==> src/rtl/core/pwtbm_pkg.sv <==
// Shared types, constants and sine table builder for the pulse width tone byte modulator.
`timescale 1ns / 1ps
`default_nettype none
package pwtbm_pkg;

    localparam int unsigned SINE_TABLE_BITS_DEF = 8;
    localparam logic [15:0] UNIT_SAMPLES_RST    = 16'd800;
    localparam logic [14:0] PHASE_STEP_RST      = 15'd3277;

    // Register indexes, taken from byte address bit 2.
    localparam logic REG_UNIT_SAMPLES = 1'b0;
    localparam logic REG_PHASE_STEP   = 1'b1;

    localparam logic [1:0] SEG_IDLE    = 2'd0;
    localparam logic [1:0] SEG_TONE    = 2'd1;
    localparam logic [1:0] SEG_SILENCE = 2'd2;

    localparam logic [63:0] PI_Q30 = 64'd3373259426;

    typedef struct packed {
        logic [15:0] unit_samples;
        logic [14:0] phase_step;
    } t_cfg;

    typedef struct packed {
        logic signed [6:0] sample;
        logic              byte_taken;
        logic              underrun;
    } t_result;

    typedef struct packed {
        logic [7:0]  shift_byte;
        logic [3:0]  bits_left;
        logic [1:0]  segment;
        logic [17:0] samples_left;
        logic [15:0] tone_phase;
    } t_seq_state;

    // Two Q30 multiplies by the angle, used for one Taylor term.
    function automatic logic [63:0] sq_step(input logic [63:0] term, input logic [63:0] x);
        logic [63:0] t;
        t = (term * x) >> 30;
        t = (t * x) >> 30;
        return t;
    endfunction

    // Table entry k: trunc(63.5 * sin(2*pi*k / 2^tbits)), evaluated at elaboration.
    function automatic logic [6:0] sine_entry(input int unsigned k, input int unsigned tbits);
        logic [63:0] half;
        logic [63:0] r;
        logic [63:0] m;
        logic [63:0] x;
        logic [63:0] term;
        logic [63:0] sum;
        logic [63:0] mag;
        half = 64'd1 << (tbits - 1);
        r    = 64'(k) & (half - 64'd1);
        m    = (r <= (64'd1 << (tbits - 2))) ? r : (half - r);
        x    = ((m * PI_Q30 * 64'd2) + half) >> tbits;
        sum  = x;
        term = x;
        term = sq_step(term, x) / 64'd6;   sum = sum - term;
        term = sq_step(term, x) / 64'd20;  sum = sum + term;
        term = sq_step(term, x) / 64'd42;  sum = sum - term;
        term = sq_step(term, x) / 64'd72;  sum = sum + term;
        term = sq_step(term, x) / 64'd110; sum = sum - term;
        term = sq_step(term, x) / 64'd156; sum = sum + term;
        term = sq_step(term, x) / 64'd210; sum = sum - term;
        term = sq_step(term, x) / 64'd272; sum = sum + term;
        term = sq_step(term, x) / 64'd342; sum = sum - term;
        mag = (m == 64'd0) ? 64'd0 : ((64'd127 * sum) >> 31);
        if (64'(k) >= half) begin
            mag = 64'd0 - mag;
        end
        return mag[6:0];
    endfunction

endpackage
`default_nettype wire

==> src/rtl/core/pwtbm_sine_rom.sv <==
// Constant sine lookup table indexed by the top bits of the tone phase.
`timescale 1ns / 1ps
`default_nettype none
module pwtbm_sine_rom #(
    parameter int unsigned SINE_TABLE_BITS = pwtbm_pkg::SINE_TABLE_BITS_DEF
) (
    input  wire logic [SINE_TABLE_BITS-1:0] i_index,
    output logic signed [6:0]               o_value
);
    import pwtbm_pkg::*;

    localparam int unsigned TAB_SIZE = 1 << SINE_TABLE_BITS;

    logic [6:0] w_rom [TAB_SIZE];

    for (genvar k = 0; k < TAB_SIZE; k++) begin : g_rom
        assign w_rom[k] = sine_entry(k, SINE_TABLE_BITS);
    end

    assign o_value = signed'(w_rom[i_index]);

endmodule
`default_nettype wire

==> src/rtl/core/pwtbm_seq.sv <==
// Symbol sequencer: bit shifter, segment counters, phase accumulator and sample select.
`timescale 1ns / 1ps
`default_nettype none
module pwtbm_seq #(
    parameter int unsigned SINE_TABLE_BITS = pwtbm_pkg::SINE_TABLE_BITS_DEF
) (
    input  wire logic               i_clk,
    input  wire logic               i_rst_n,
    input  wire logic               i_step,
    input  wire pwtbm_pkg::t_cfg    i_cfg,
    input  wire logic               i_byte_valid,
    input  wire logic [7:0]         i_byte_value,
    output pwtbm_pkg::t_result      o_result
);
    import pwtbm_pkg::*;

    t_seq_state r_state;
    t_seq_state n_state;
    t_seq_state w_start;
    logic [15:0] w_ulen;
    logic [SINE_TABLE_BITS-1:0] w_rom_index;
    logic signed [6:0] w_rom_value;
    logic w_taken;
    logic w_under;

    // Starts the next data bit or the end marker, or drops back to idle.
    function automatic t_seq_state begin_symbol(input t_seq_state s, input logic [15:0] ulen);
        t_seq_state ns;
        ns = s;
        if (s.bits_left >= 4'd2) begin
            ns.shift_byte   = {s.shift_byte[6:0], 1'b0};
            ns.bits_left    = s.bits_left - 4'd1;
            ns.samples_left = s.shift_byte[7] ? {2'b00, ulen} : {1'b0, ulen, 1'b0};
            ns.segment      = SEG_TONE;
            ns.tone_phase   = '0;
        end else if (s.bits_left == 4'd1) begin
            ns.bits_left    = 4'd0;
            ns.samples_left = {ulen, 2'b00};
            ns.segment      = SEG_TONE;
            ns.tone_phase   = '0;
        end else begin
            ns.segment = SEG_IDLE;
        end
        return ns;
    endfunction

    assign w_ulen = (i_cfg.unit_samples == 16'd0) ? 16'd1 : i_cfg.unit_samples;

    // An idle tick that takes a byte starts its first burst in the same tick.
    always_comb begin
        w_start = r_state;
        w_taken = 1'b0;
        w_under = 1'b0;
        if (r_state.segment == SEG_IDLE) begin
            if (i_byte_valid) begin
                w_start.shift_byte = i_byte_value;
                w_start.bits_left  = 4'd9;
                w_taken            = 1'b1;
                w_start            = begin_symbol(w_start, w_ulen);
            end else begin
                w_under = 1'b1;
            end
        end
    end

    assign w_rom_index = w_start.tone_phase[15 -: SINE_TABLE_BITS];

    pwtbm_sine_rom #(
        .SINE_TABLE_BITS (SINE_TABLE_BITS)
    ) u_sine_rom (
        .i_index (w_rom_index),
        .o_value (w_rom_value)
    );

    always_comb begin
        n_state           = w_start;
        o_result.sample   = '0;
        o_result.byte_taken = w_taken;
        o_result.underrun = w_under;
        unique case (w_start.segment)
            SEG_TONE: begin
                o_result.sample    = w_rom_value;
                n_state.tone_phase = w_start.tone_phase + {1'b0, i_cfg.phase_step};
                if (w_start.samples_left <= 18'd1) begin
                    n_state.segment      = SEG_SILENCE;
                    n_state.samples_left = {2'b00, w_ulen};
                end else begin
                    n_state.samples_left = w_start.samples_left - 18'd1;
                end
            end
            SEG_SILENCE: begin
                if (w_start.samples_left <= 18'd1) begin
                    n_state.samples_left = '0;
                    n_state = begin_symbol(n_state, w_ulen);
                end else begin
                    n_state.samples_left = w_start.samples_left - 18'd1;
                end
            end
            default: begin
                n_state.segment = SEG_IDLE;
            end
        endcase
    end

    always_ff @(posedge i_clk) begin
        if (!i_rst_n) begin
            r_state <= '0;
        end else if (i_step) begin
            r_state <= n_state;
        end
    end

endmodule
`default_nettype wire

==> src/rtl/core/pulse_width_tone_byte_modulator_unit.sv <==
// Pulse width tone byte modulator: one audio sample per tick transfer.
// Usage:
// Each transfer on the slave stream is one sample tick. tuser[0] says a data byte
// is offered and tdata[7:0] carries it. Each tick yields exactly one transfer on the
// master stream: tdata[6:0] is the signed sample, tuser[0] is byte taken and
// tuser[1] is underrun. Bytes go out MSB first as tone bursts of U (one) or 2U (zero)
// samples, each followed by U samples of silence, then a 4U marker and U silence.
// A tick is held in the input register and then moves to the result register, from
// which its result is offered on the master stream.
// Throughput is one tick per cycle while the receiver does not stall: the sequencer
// state, counters and phase accumulator all update in the cycle that moves a tick
// from the input register to the result register.
// When the receiver stalls, the result register holds and the input register still
// takes one more tick; slave tready then drops until the result is taken.
// Synchronous reset returns the sequencer to idle with zero phase and loads the
// default registers (U = 800, phase step = 3277).
// The APB port holds unit_samples at address 0 and phase_step at address 4; the user
// must write it only while no tick is in flight, which the block itself does not enforce.
`timescale 1ns / 1ps
`default_nettype none
module pulse_width_tone_byte_modulator_unit #(
    parameter int unsigned SINE_TABLE_BITS = pwtbm_pkg::SINE_TABLE_BITS_DEF
) (
    input  wire logic        i_clk,
    input  wire logic        i_rst_n,
    input  wire logic        s_axis_tvalid,
    output logic             s_axis_tready,
    input  wire logic [7:0]  s_axis_tdata,   // [7:0] byte_value
    input  wire logic [0:0]  s_axis_tuser,   // [0] byte_valid
    output logic             m_axis_tvalid,
    input  wire logic        m_axis_tready,
    output logic [7:0]       m_axis_tdata,   // [6:0] sample, [7] zero
    output logic [1:0]       m_axis_tuser,   // [0] byte_taken, [1] underrun
    input  wire logic        psel,
    input  wire logic        penable,
    input  wire logic        pwrite,
    input  wire logic [2:0]  paddr,
    input  wire logic [31:0] pwdata,
    output logic [31:0]      prdata,
    output logic             pready
);
    import pwtbm_pkg::*;

    t_cfg    r_cfg;
    logic    r_in_valid;
    logic    r_in_byte_valid;
    logic [7:0] r_in_byte;
    logic    r_out_valid;
    t_result r_out;
    t_result w_result;
    logic    w_advance;
    logic    w_in_accept;
    logic    w_cfg_write;

    assign pready      = 1'b1;
    assign w_cfg_write = psel && penable && pwrite;

    // Address bit 2 selects the register; the low bits are the byte offset.
    always_ff @(posedge i_clk) begin
        if (!i_rst_n) begin
            r_cfg.unit_samples <= UNIT_SAMPLES_RST;
            r_cfg.phase_step   <= PHASE_STEP_RST;
        end else if (w_cfg_write) begin
            unique case (paddr[2])
                REG_UNIT_SAMPLES: r_cfg.unit_samples <= pwdata[15:0];
                REG_PHASE_STEP:   r_cfg.phase_step   <= pwdata[14:0];
                default:          r_cfg.unit_samples <= r_cfg.unit_samples;
            endcase
        end
    end

    always_comb begin
        unique case (paddr[2])
            REG_UNIT_SAMPLES: prdata = {16'd0, r_cfg.unit_samples};
            REG_PHASE_STEP:   prdata = {17'd0, r_cfg.phase_step};
            default:          prdata = '0;
        endcase
    end

    assign w_advance     = r_in_valid && (!r_out_valid || m_axis_tready);
    assign s_axis_tready = !r_in_valid || w_advance;
    assign w_in_accept   = s_axis_tvalid && s_axis_tready;

    always_ff @(posedge i_clk) begin
        if (!i_rst_n) begin
            r_in_valid <= 1'b0;
        end else if (w_in_accept) begin
            r_in_valid <= 1'b1;
        end else if (w_advance) begin
            r_in_valid <= 1'b0;
        end
    end

    always_ff @(posedge i_clk) begin
        if (w_in_accept) begin
            r_in_byte_valid <= s_axis_tuser[0];
            r_in_byte       <= s_axis_tdata;
        end
    end

    pwtbm_seq #(
        .SINE_TABLE_BITS (SINE_TABLE_BITS)
    ) u_seq (
        .i_clk        (i_clk),
        .i_rst_n      (i_rst_n),
        .i_step       (w_advance),
        .i_cfg        (r_cfg),
        .i_byte_valid (r_in_byte_valid),
        .i_byte_value (r_in_byte),
        .o_result     (w_result)
    );

    always_ff @(posedge i_clk) begin
        if (!i_rst_n) begin
            r_out_valid <= 1'b0;
        end else if (w_advance) begin
            r_out_valid <= 1'b1;
        end else if (m_axis_tready) begin
            r_out_valid <= 1'b0;
        end
    end

    always_ff @(posedge i_clk) begin
        if (w_advance) begin
            r_out <= w_result;
        end
    end

    assign m_axis_tvalid = r_out_valid;
    assign m_axis_tdata  = {1'b0, r_out.sample};
    assign m_axis_tuser  = {r_out.underrun, r_out.byte_taken};

`ifndef SYNTHESIS
    a_flags_exclusive: assert property (@(posedge i_clk) disable iff (!i_rst_n)
        m_axis_tvalid |-> !(m_axis_tuser[0] && m_axis_tuser[1]))
        else $error("byte taken and underrun flagged on the same tick");

    a_underrun_silent: assert property (@(posedge i_clk) disable iff (!i_rst_n)
        (m_axis_tvalid && m_axis_tuser[1]) |-> (m_axis_tdata == 8'd0))
        else $error("nonzero sample on an underrun tick");

    a_stall_keeps_tick: assert property (@(posedge i_clk) disable iff (!i_rst_n)
        (r_in_valid && r_out_valid && !m_axis_tready) |=> (r_in_valid && r_out_valid))
        else $error("tick dropped while the receiver stalled");

    a_step_fills_output: assert property (@(posedge i_clk) disable iff (!i_rst_n)
        w_advance |=> r_out_valid)
        else $error("sequencer step did not produce a result");
`endif

endmodule
`default_nettype wire

==> config.mk <==
export PLATFORM = sky130hd
export DESIGN_NAME = pulse_width_tone_byte_modulator_unit
export DESIGN_NICKNAME = d
export VERILOG_FILES = /design/src/rtl/core/pwtbm_pkg.sv /design/src/rtl/core/pwtbm_sine_rom.sv /design/src/rtl/core/pwtbm_seq.sv /design/src/rtl/core/pulse_width_tone_byte_modulator_unit.sv
export SDC_FILE = /design/constraint.sdc
export NUM_CORES = 1
export LEC_CHECK = 0
export BUFFER_PORTS_ARGS = -buffer_cell sky130_fd_sc_hd__buf_2
export CAP_MARGIN = 15
export CORE_MARGIN = 8
export CORE_UTILIZATION = 45
export CTS_CLUSTER_SIZE = 20
export DETAILED_ROUTE_END_ITERATION = 7
export PLACE_DENSITY = 0.63
export SYNTH_ARGS = -nofsm -noshare
export SYNTH_HDL_FRONTEND = slang
export SYNTH_SLANG_ARGS = --single-unit
==> constraint.sdc <==
create_clock -name i_clk -period 9.3 [get_ports i_clk]
set_input_delay 0.93 -clock i_clk [delete_from_list [all_inputs] [get_ports i_clk]]
set_output_delay 0.93 -clock i_clk [all_outputs]
set_load 0.05 [all_outputs]
Yosys cells after proc, flatten, opt, wreduce, memory -nomap -nowiden --
Memory sizes are Yosys's and may differ from the RTL's. A register that Yosys moved wholly into a read port is not among the register bits. Index checks and enable logic that the tools add are counted.
Operators by class: muxes and demuxes 25, reductions and logical operators 15, bitwise gates (word level) 2, eq/ne operators 3, magnitude comparators 2, $add $sub $neg 3
Operator list (count):
- 48-bit two-way mux | 2
- 34-bit case mux with 2 select lines | 1
- 32-bit case mux with 2 select lines | 1
- 40-bit two-way mux | 1
- 18-bit two-way mux | 2
- 17-bit two-way mux | 2
- 34-bit two-way mux | 1
- 16-bit two-way mux | 2
- 18-bit by 1-bit less-or-equal comparator with 1-bit output, second input constant | 1
- 18-bit by 1-bit subtractor with 18-bit output, second input constant | 1
- 16-bit by 15-bit adder with 16-bit output | 1
- 16-bit zero test | 1
- 14-bit two-way mux | 1
- 12-bit two-way mux | 1
- 8-bit NOT with 9-bit output | 1
- 8-bit two-way mux | 1
- 1-bit two-way mux | 7
- 4-bit by 1-bit == test with 1-bit output, second input constant | 1
- 4-bit by 2-bit greater-or-equal comparator with 1-bit output, second input constant | 1
- 1-bit logical AND | 4
- 4-bit two-way mux | 1
- 2-bit case mux with 2 select lines | 1
- 2-bit AND reduction | 2
- 2-bit nonzero test | 2
- other kinds (8) | 11
Word-level totals: memory bits (read-only) 1792, flip-flop bits (word level) 92, input port bits 51, memories kept 1, word-level logic and storage cells 64
Memories:
- (no name shown) | words 256, bits a word 7, read ports 1, clocked after Yosys merged registers in 1, wr ports 0, line pwtbm_sine_rom.sv:20 | assign o_value = signed'(w_rom[i_index]);

Longest topological paths before layout --
Gate-level depths: netlist (run 1).
depth after elaboration 10, gate-level depth with buffers 20

By module --
From an unflattened synthesis (run 1), not the netlist that was laid out.
Second synthesis, totals: cells, all modules 1054, area total of the unflattened synthesis 8553.2 um^2
By module, submodules not included:
- pwtbm_seq | area each 4660.7 um^2, cells an instance 619, times used 1
- pulse_width_tone_byte_modulator_unit | area each 2245.9 um^2, cells an instance 196, times used 1
- pwtbm_sine_rom | area each 1646.6 um^2, cells an instance 239, times used 1

Worst setup path before layout (run 1) --
OpenSTA, ideal clock, no wires.
path type register to register, start register u_seq.r_state[34] (netlist bit), end register u_seq.r_state[20] (netlist bit), library setup time 126 ps, cell stages (with the launch flop) 21, slack 5339 ps, arrival time 3835 ps, buffers on the path 10, clock period less this slack 3961 ps, cells stage by stage dfxtp_1 > buf_6 > or3b_1 > buf_6 > inv_2 > buf_6 > buf_2 > buf_2 > buf_2 > clkbuf_1 > mux2i_1 > ha_1 > clkbuf_1 > nor2_1 > a21oi_2 > and4bb_4 > buf_6 > buf_4 > nor2_1 > a311oi_1 > a21oi_1
Between the ends: longest elaborated chain between the ends 7, elaborated cells on any way between the ends 15
RTL lines:
- from (decl) | line pwtbm_seq.sv:17 | t_seq_state r_state;
- from (signal assigned) | line pwtbm_seq.sv:109 | r_state <= n_state;
- 2-bit zero test | line pwtbm_seq.sv:54 | if (r_state.segment == SEG_IDLE) begin
- 48-bit two-way mux (*) | line pwtbm_seq.sv:54
- branches (longest 4 deep; another with 18-bit by 1-bit subtractor with 18-bit output)
- 34-bit case mux with 2 select lines (*) | line pwtbm_seq.sv:80 | unique case (w_start.segment)
Mark *: on every way between the ends. A chain may end at the register's enable or synchronous reset.

Final worst setup path (run 1) --
start register u_seq.r_state[35] (netlist bit), end register u_seq.r_state[15] (netlist bit)
Between the ends: longest elaborated chain between the ends 7, elaborated cells on any way between the ends 13
RTL lines (line):
- 2-bit zero test | pwtbm_seq.sv:54
- 48-bit two-way mux (*) | pwtbm_seq.sv:54
- branches (longest 4 deep; another with 18-bit by 1-bit less-or-equal comparator with 1-bit output)
- 34-bit case mux with 2 select lines (*) | pwtbm_seq.sv:80
Marked as above.

==> results.md, run 1 <==
Global route:
- The initial antenna violation count is 0.
- Global routing used 22.8% of the available tracks across all layers.
- The maximum number of pins on one net before global-route repair is 66.
- The number of global-route vias before repair is 7633.
- Summed over all layers, the global routing overflow is 0.
- The global-route wire length before repair is 41500 microns.

Route:
- The detail-routed via count per cell is 6.38.
- For this block, the via count after detailed routing is 8238.
- The final wirelength is 25800 microns.
- The remaining design rule violation count is 0.
- The count of nets left with antenna violations once routing finished came out at 0.
- The first routing iteration left 877 violations.
- For this run, the detailed router's first-pass iteration total came to 6.
- Dividing the detail-routed wire length by the instance count gives 20.0 microns.

Power:
- The total power draw is 1.18 mW.
- Summed over all nets, the switching power comes to 410 uW.
- Per report_power, the clock group accounts for 35.1% of the total.
- The power per cell area is 137 mW/mm^2.
- Net switching is 34.7% of the power.
- The leakage power is 3.38 nW.
- The combinational fraction of design power is 24.8%.
- The total internal power is 770 uW.
- VDD sags by at most 99.0 uV.
- Sequential cells burn 40.2% of the power.

Clocking:
- The tree is rooted in a sky130_fd_sc_hd__clkbuf_16.
- After clock tree synthesis, the flow added hold-fix buffers numbering 0.
- The clock input transition at the sequential cells of the worst setup and hold paths is 0.08 ns.
- The total clock sinks is 99.
- The clock reaches the later pin of the worst-skew pair after 0.36 ns.
- TritonCTS built the clock tree.
- The longest clock path from root to sink contains 2 buffers.
- The post-cts sizing count is 0.
- Buffers inserted during clock tree synthesis total 9.
- The H-tree depth is 3.
- The number of buffers added for setup after CTS is 0.

Final layout:
- From synthesis to final layout, the design area changed by 6.01%.
- The post-route netlist has 12.5% of its cells at a drive strength greater than 1.
- The number of filler cells placed in the layout is 1796.
- The repair_antennas step left the layout with diodes totalling 0.
- Leaving out fill and tap cells, the most frequent cell in the layout is sky130_fd_sc_hd__nand2_1.
- The library cells used most frequently in the layout, excluding fill and tap cells, are 134 x sky130_fd_sc_hd__nand2_1, 92 x sky130_fd_sc_hd__a21oi_1, 86 x sky130_fd_sc_hd__o21ai_0.
- The layout net count is 1135.

STA:
- For the final routed database, the setup TNS stands at 0 ns.
- The count of endpoints failing setup in the final report is 0.
- The relative slew slack is 23.5%.
- The number of pins exceeding their max-slew limit in the final report is 0.
- The achievable frequency is 229 MHz.
- The final period demand of the worst path is 4.37 ns.
- The final critical path takes up 47.0% of the cycle.
- At the pin with the least slew margin, the transition time is 1.14 ns.
- The post-route clock skew is 0.0115 ns.
- The hold violation count in the final report is 0.
- Setup repair after global routing left no endpoint under its margin.

Yosys:
- The synthesized netlist occupies a cell area of 0.00814 sq mm.
- The average instance area after synthesis is 7.53 sq um.
- For this run, the number of Yosys warnings is 0.
- The synthesized design contains 18 enable-type register cells.
- For this run, the leading register cell type out of synthesis is sky130_fd_sc_hd__dfxtp_1.
- In this run, synthesis produced a sequential element count of 99.
- The leading area contributor after synthesis is sky130_fd_sc_hd__dfxtp_1.
- The distinct cell type count after synthesis is 80.
- Counting every instance in the synthesized netlist gives 1081.
- The fraction of registers with async set/reset is 0%.
- Summed over its instances, the top area cell type makes up 19.9% of the synthesized netlist area.
- The sequential share of the synthesized area is 26.6%.
- Ranked by total cell area, the synthesized netlist is headed by sky130_fd_sc_hd__dfxtp_1 20%, sky130_fd_sc_hd__edfxtp_1 6.6%, sky130_fd_sc_hd__nand2_1 6.2%, sky130_fd_sc_hd__a21oi_1 5.7%, sky130_fd_sc_hd__o21ai_0 5.3%.

Die:
- The starting density of the core is 45.6%.
- Measured along the x axis, the die boundary spans 150 microns.
- The full die area is 0.0226 sq mm.
- The total area inside the core boundary comes to 0.0178 sq mm.
- The die is 150 microns tall.
- During I/O placement, the number of pins put on the boundary was 96.
- The floorplan has 49 rows.

Placement:
- The detailed placement HPWL is 16900 microns.
- The congestion estimate from routability-driven global placement came to 0.943.
- The count of buffers added on input and output ports is 59.

Job:
- The total of max-cap violations is 0.

Worst setup path:
- The arrival time of data at the critical path endpoint is 4.61 ns.
- The worst setup path is of the flop to flop kind.
- STA classifies the critical path startpoint as a flop.
- In this run the worst path has a maximum fanout of 52.
- The element type at the critical path end is a flop.
- The launching point of the worst reg2reg path is u_seq.r_state[35].
- The number of cells on the worst reg-to-reg path is 9.
- STA puts the critical path data required time at 9.54 ns.
- Setup slack on the worst reg-to-reg path comes out at 4.93 ns.
- The reg-to-reg critical path endpoint is u_seq.r_state[15].

Hold path:
- The worst hold path begins at u_seq.r_state[4].
- The path class of the tightest hold or removal check is flop to flop.
- The number of cells on the worst hold path is 1.
- The worst hold path endpoint is u_seq.r_state[4].

Outcome:
- The run finished with clean final reports.
## critical path, stage by stage (launching register included)
cell and delay (ns):
sky130_fd_sc_hd__dfxtp_1 0.44, sky130_fd_sc_hd__or3b_2 0.51, sky130_fd_sc_hd__buf_4 0.34, sky130_fd_sc_hd__nand2_1 0.53, sky130_fd_sc_hd__clkinv_1 0.79, sky130_fd_sc_hd__ha_1 0.64
sky130_fd_sc_hd__a21o_1 0.18, sky130_fd_sc_hd__a211oi_1 0.35, sky130_fd_sc_hd__a2111oi_0 0.17, sky130_fd_sc_hd__a221o_1 0.28
## power by group through the flow
stage / Clock [mW] / Sequential [mW] / Combinational [mW]
finish: 0.414 / 0.474 / 0.292
global route: 0.440 / 0.477 / 0.320
CTS: 0.425 / 0.473 / 0.288
detailed placement: 0 / 0.483 / 0.287
global placement: 0 / 0.483 / 0.286
floorplan: 0 / 0.481 / 0.232
## kinds of logic after synthesis
logic type	synth area share, %
adders and majority gates	4.24
muxes	7.00
DFF	26.6
other	0.0923
buffers and inverters	8.21
AOI/OAI and AO/OA	30.1
and+or+nand+nor	21.4
xor gates and xnor gates	2.37
## sequential cells by signal, summed over array words and instances (netlist names)
| signal | count |
|---|---|
| r_cfg | 31 |
| m_axis_tdata | 7 |
| m_axis_tvalid | 1 |
| r_in_byte | 8 |
| u_seq.r_state | 48 |
| r_in_byte_valid | 1 |
| r_in_valid | 1 |
| m_axis_tuser | 2 |
## metrics by stage
stage	util, %	instances	setup WS, ns	hold WS [ns]	instance area (sq um)
after global placement	46.5	1275	5.06	0.428	8300
after detailed placement	46.5	1275	5.04	0.434	8300
after CTS	48.3	1291	5.01	0.454	8620
after global routing	48.3	1291	4.74	0.470	8620
after floorplan	-	1097	5.34	0.418	8200
final	48.3	1291	4.93	0.449	8620
## cell usage after synthesis (20+ instances only)
| library cell | n |
|---|---|
| sky130_fd_sc_hd__dfxtp_1 | 81 |
| sky130_fd_sc_hd__clkbuf_1 | 81 |
| sky130_fd_sc_hd__buf_4 | 20 |
| sky130_fd_sc_hd__mux2_2 | 23 |
| sky130_fd_sc_hd__a31oi_1 | 23 |
| sky130_fd_sc_hd__mux2i_1 | 31 |
| sky130_fd_sc_hd__nor3_1 | 41 |
| sky130_fd_sc_hd__o21ai_0 | 86 |
| sky130_fd_sc_hd__nand3_1 | 45 |
| sky130_fd_sc_hd__a21oi_1 | 92 |
| sky130_fd_sc_hd__nand2_1 | 134 |
| sky130_fd_sc_hd__nor2_1 | 65 |
| sky130_fd_sc_hd__ha_1 | 26 |
## worst max-delay path by stage
stage                        end         startpoint
6_report       u_seq.r_state[15]  u_seq.r_state[35]
5_1_grt        u_seq.r_state[15]  u_seq.r_state[35]
4_1_cts        u_seq.r_state[15]  u_seq.r_state[35]
3_5_place_dp   u_seq.r_state[15]  u_seq.r_state[35]
3_3_place_gp   u_seq.r_state[15]  u_seq.r_state[35]
2_1_floorplan  u_seq.r_state[20]  u_seq.r_state[34]
## per-layer routing
metal | routed length, microns | GRT usage, %
met5 | 0 | 0
met4 | 909 | 10.7
met3 | 1910 | 3.25
met2 | 11800 | 35.4
met1 | 11200 | 30.6
## layout make-up
class | instances | area (sq um) | area share, %
Clock buffer | 9 | 225 | 2.61
Inverter | 21 | 78.8 | 0.914
Timing Repair Buffer | 73 | 400 | 4.64
Sequential cell | 99 | 2160 | 25.1
Tap cell | 229 | 287 | 3.32
Multi-Input combinational cell | 853 | 5370 | 62.3
Clock inverter | 7 | 103 | 1.19
No activity file was read; power rests on OpenSTA's default activity.
==> run 2: changes to the inputs <==
PLACE_DENSITY = 0.66   (was 0.63)
clock period = 3.6 ns   (was 9.3 ns; I/O delays follow)
==> run 2 against run 1 <==
  * Clock power grew 150%
  * Non-clock buffer count grew 51
  * Worst setup slack lost 4.8 ns
  * Hold slack lost 0.27 ns
  * Cell count grew 4.0%
  * Register-to-register slack lost 4.8 ns
  * First-iteration DRC count shrank 17%
  * Critical path depth grew 4
  * Critical endpoint is now u_seq.r_state[25]
  * Count of clock-buffer cells in the layout is the same
  * Largest power group unchanged
  * Largest cell class unchanged
  * Via count grew 2.6%
  * Clock skew grew 0.0052 ns
==> results.md, run 2 (synthesis results as in run 1) <==
Power:
- For this design the ratio of total power to cell area is 337 mW/mm^2.
- VDD sags by at most 232 uV.
- The leakage power is 3.66 nW.

STA:
- The count of endpoints failing setup in the final report is 0.
- The number of pins exceeding their max-slew limit in the final report came to 0.
- The final period demand of the worst path is 3.43 ns.
- Setup repair after global routing could not meet its margin everywhere.
- The final critical path takes up 95.2% of the cycle.
- The hold violation count in the final report is 0.
- The post-route clock skew is 0.0167 ns.
- Hold timing on the final database bottoms out at a slack of 0.175 ns.
- After routing, the total negative slack on setup checks comes to 0 ns.
- At the pin with the least slew margin, the transition time is 1.09 ns.
- For this run, the top clock speed supported by timing is 292 MHz.
- The relative slew slack is 27.3%.

Route:
- The final wirelength is 26300 microns.
- The detailed-router iteration count before antenna repair is 5.
- In this run, the number of DRC markers left after iteration 0 of detailed routing was 731.
- The detailed router placed 8454 vias in this run.
- The routed wire length per instance is 19.6 microns.
- The remaining design rule violation count is 0.
- The remaining antenna violation count is 0.
- In the routed layout, each cell is associated on average with a via count of 6.30.

Die:
- The die boundary height is 150 microns.
- Once the floorplan was initialized, standard cells occupied 45.6% of the core.
- The die width is 150 microns.
- The initialized floorplan defines 49 standard-cell rows.
- The region available for standard cell placement spans 0.0178 sq mm.
- The full die area is 0.0226 sq mm.
- The top-level port count is 96.

Clocking:
- The number of buffers added for setup after CTS is 0.
- The total clock sinks is 99.
- The later-pin clock latency in the skew report is 0.37 ns.
- In this run, CTS created clock tree buffers numbering 9.
- Clock tree synthesis selected as its root buffer the cell sky130_fd_sc_hd__clkbuf_16.
- Clock-pin slew was measured on the worst setup and hold paths at 0.09 ns.
- The H-tree was split into 3 levels.
- Counting along the longest clock path gives a buffer depth of 2.
- TritonCTS built the clock tree.
- Buffers inserted to repair hold after CTS numbered 0.

Placement:
- The number of buffers inserted by port buffering is 59.
- Counting tap cells, the placed design contains a total of 1325 instances.
- The cell area after placement is 0.00872 sq mm.
- The wire-length estimate of the detail-placed layout is 18200 microns.
- The final estimated routing congestion in global placement is 0.931.

Global route:
- The initial antenna violation count came to 0.
- For this run the aggregate overflow at the end of global routing stands at 0.
- The number of global-route vias before repair was 7893.
- Entering global routing, the biggest net connects 57 pins.
- The global-route wire length before repair is 42000 microns.
- The global-route total usage across every layer is 23.0%.

Worst setup path:
- STA classifies the critical path startpoint as a flop.
- The setup path with the least slack is of type flop to flop.
- Data arrives at the worst endpoint at 3.66 ns.
- The element type at the critical path end is a flop.
- Data on the critical path is required at its endpoint by 3.83 ns.
- The startpoint of the most critical setup path is r_cfg[19].
- In this run the critical register-to-register path is launched from r_cfg[19].
- Of all nets on the critical path, the largest fanout is 13.

Final layout:
- The leading cell type in the layout, fill and taps excluded is sky130_fd_sc_hd__nand2_1.
- After routing the design area is 0.00907 sq mm.
- The top register by number of flip-flops is u_seq.r_state.
- The largest registers in the layout are u_seq.r_state: 48 flops, r_cfg: 31 flops, r_in_byte: 8 flops.
- In the layout the commonest cells are 134 x sky130_fd_sc_hd__nand2_1, 92 x sky130_fd_sc_hd__a21oi_1, 86 x sky130_fd_sc_hd__o21ai_0.
- The fraction of final layout cells with drive strength greater than 1 is 17.0%.
- The final non-filler cell total is 1342.
- The repair_antennas step left the layout with diodes totalling 0.
- The signed area change from the synthesized netlist to the final layout is 11.4%.
- The net count of the finished layout is 1186.
- The register with the most flip-flops in the layout has 48 of them.

Hold path:
- In this run the most critical hold path is launched from s_axis_tdata[0].
- The path class of the tightest hold or removal check is input port to flop.

Job:
- Across the run, the number of max-cap violations was 0.

Outcome:
- The flow ran to the end, and the final reports show no timing, DRC or antenna violations.
## run 2: routing by layer
metal / wire length, microns / global-route usage [%] / vias to the layer above
met4: 903 / 10.9 / 0
met1: 11200 / 30.1 / 3976
met3: 1990 / 2.98 / 71
met2: 12200 / 37.0 / 377
li1: - / - / 4030
met5: 0 / 0 / -
## run 2: power by group
part / internal (mW) / total (mW) / switching, mW / leakage, nW
Clock: 0.505 / 1.02 / 0.514 / 0.153
Sequential: 1.18 / 1.22 / 0.0408 / 0.834
Combinational: 0.284 / 0.817 / 0.533 / 2.68
## run 2: final timing paths
kind	slack [ns]	endpoint	depth (start not counted)
min reg2reg	0.46	u_seq.r_state[4]	1
max	0.17	u_seq.r_state[25]	13
max reg2reg	0.17	u_seq.r_state[25]	13
min	0.18	r_in_byte[0]	1
## run 2: per-stage QoR
stage          power, mW  worst slack [ns]  utilization [%]
4_1_cts             3.06            0.0953             50.6
2_1_floorplan       1.85           0.00447                -
6_report            3.05             0.174             50.8
3_3_place_gp        2.03             0.204             48.9
3_5_place_dp        2.04             0.107             48.9
5_1_grt             3.19          -0.00201             50.8
## run 2: critical path: stages (launching register included)
cell	delay, ns
sky130_fd_sc_hd__dfxtp_1	0.32
sky130_fd_sc_hd__or4_1	0.54
sky130_fd_sc_hd__nor4_2	0.20
sky130_fd_sc_hd__a41oi_2	0.27
sky130_fd_sc_hd__o21ai_0	0.25
sky130_fd_sc_hd__mux2i_1	0.14
sky130_fd_sc_hd__ha_1	0.24
sky130_fd_sc_hd__nor2_1	0.22
sky130_fd_sc_hd__a21oi_2	0.08
sky130_fd_sc_hd__nand4bb_4	0.24
sky130_fd_sc_hd__nor2_1	0.09
sky130_fd_sc_hd__buf_4	0.20
sky130_fd_sc_hd__a221oi_1	0.38
sky130_fd_sc_hd__a21oi_1	0.12
## run 2: what timing repair did
action,CTS,global route
hold endpoints to repair,0,0
setup endpoints to repair,0,34
resized for setup,0,6
## run 2: cell type report
cell class              count  area (sq um)
well taps                 229           287
inverters                  21          80.1
repair buffers            124           821
clock buffers               9           225
fillers                  1757          8770
multi-input cells         853          5400
flip-flops and latches     99          2160
clock inverters             7          88.8
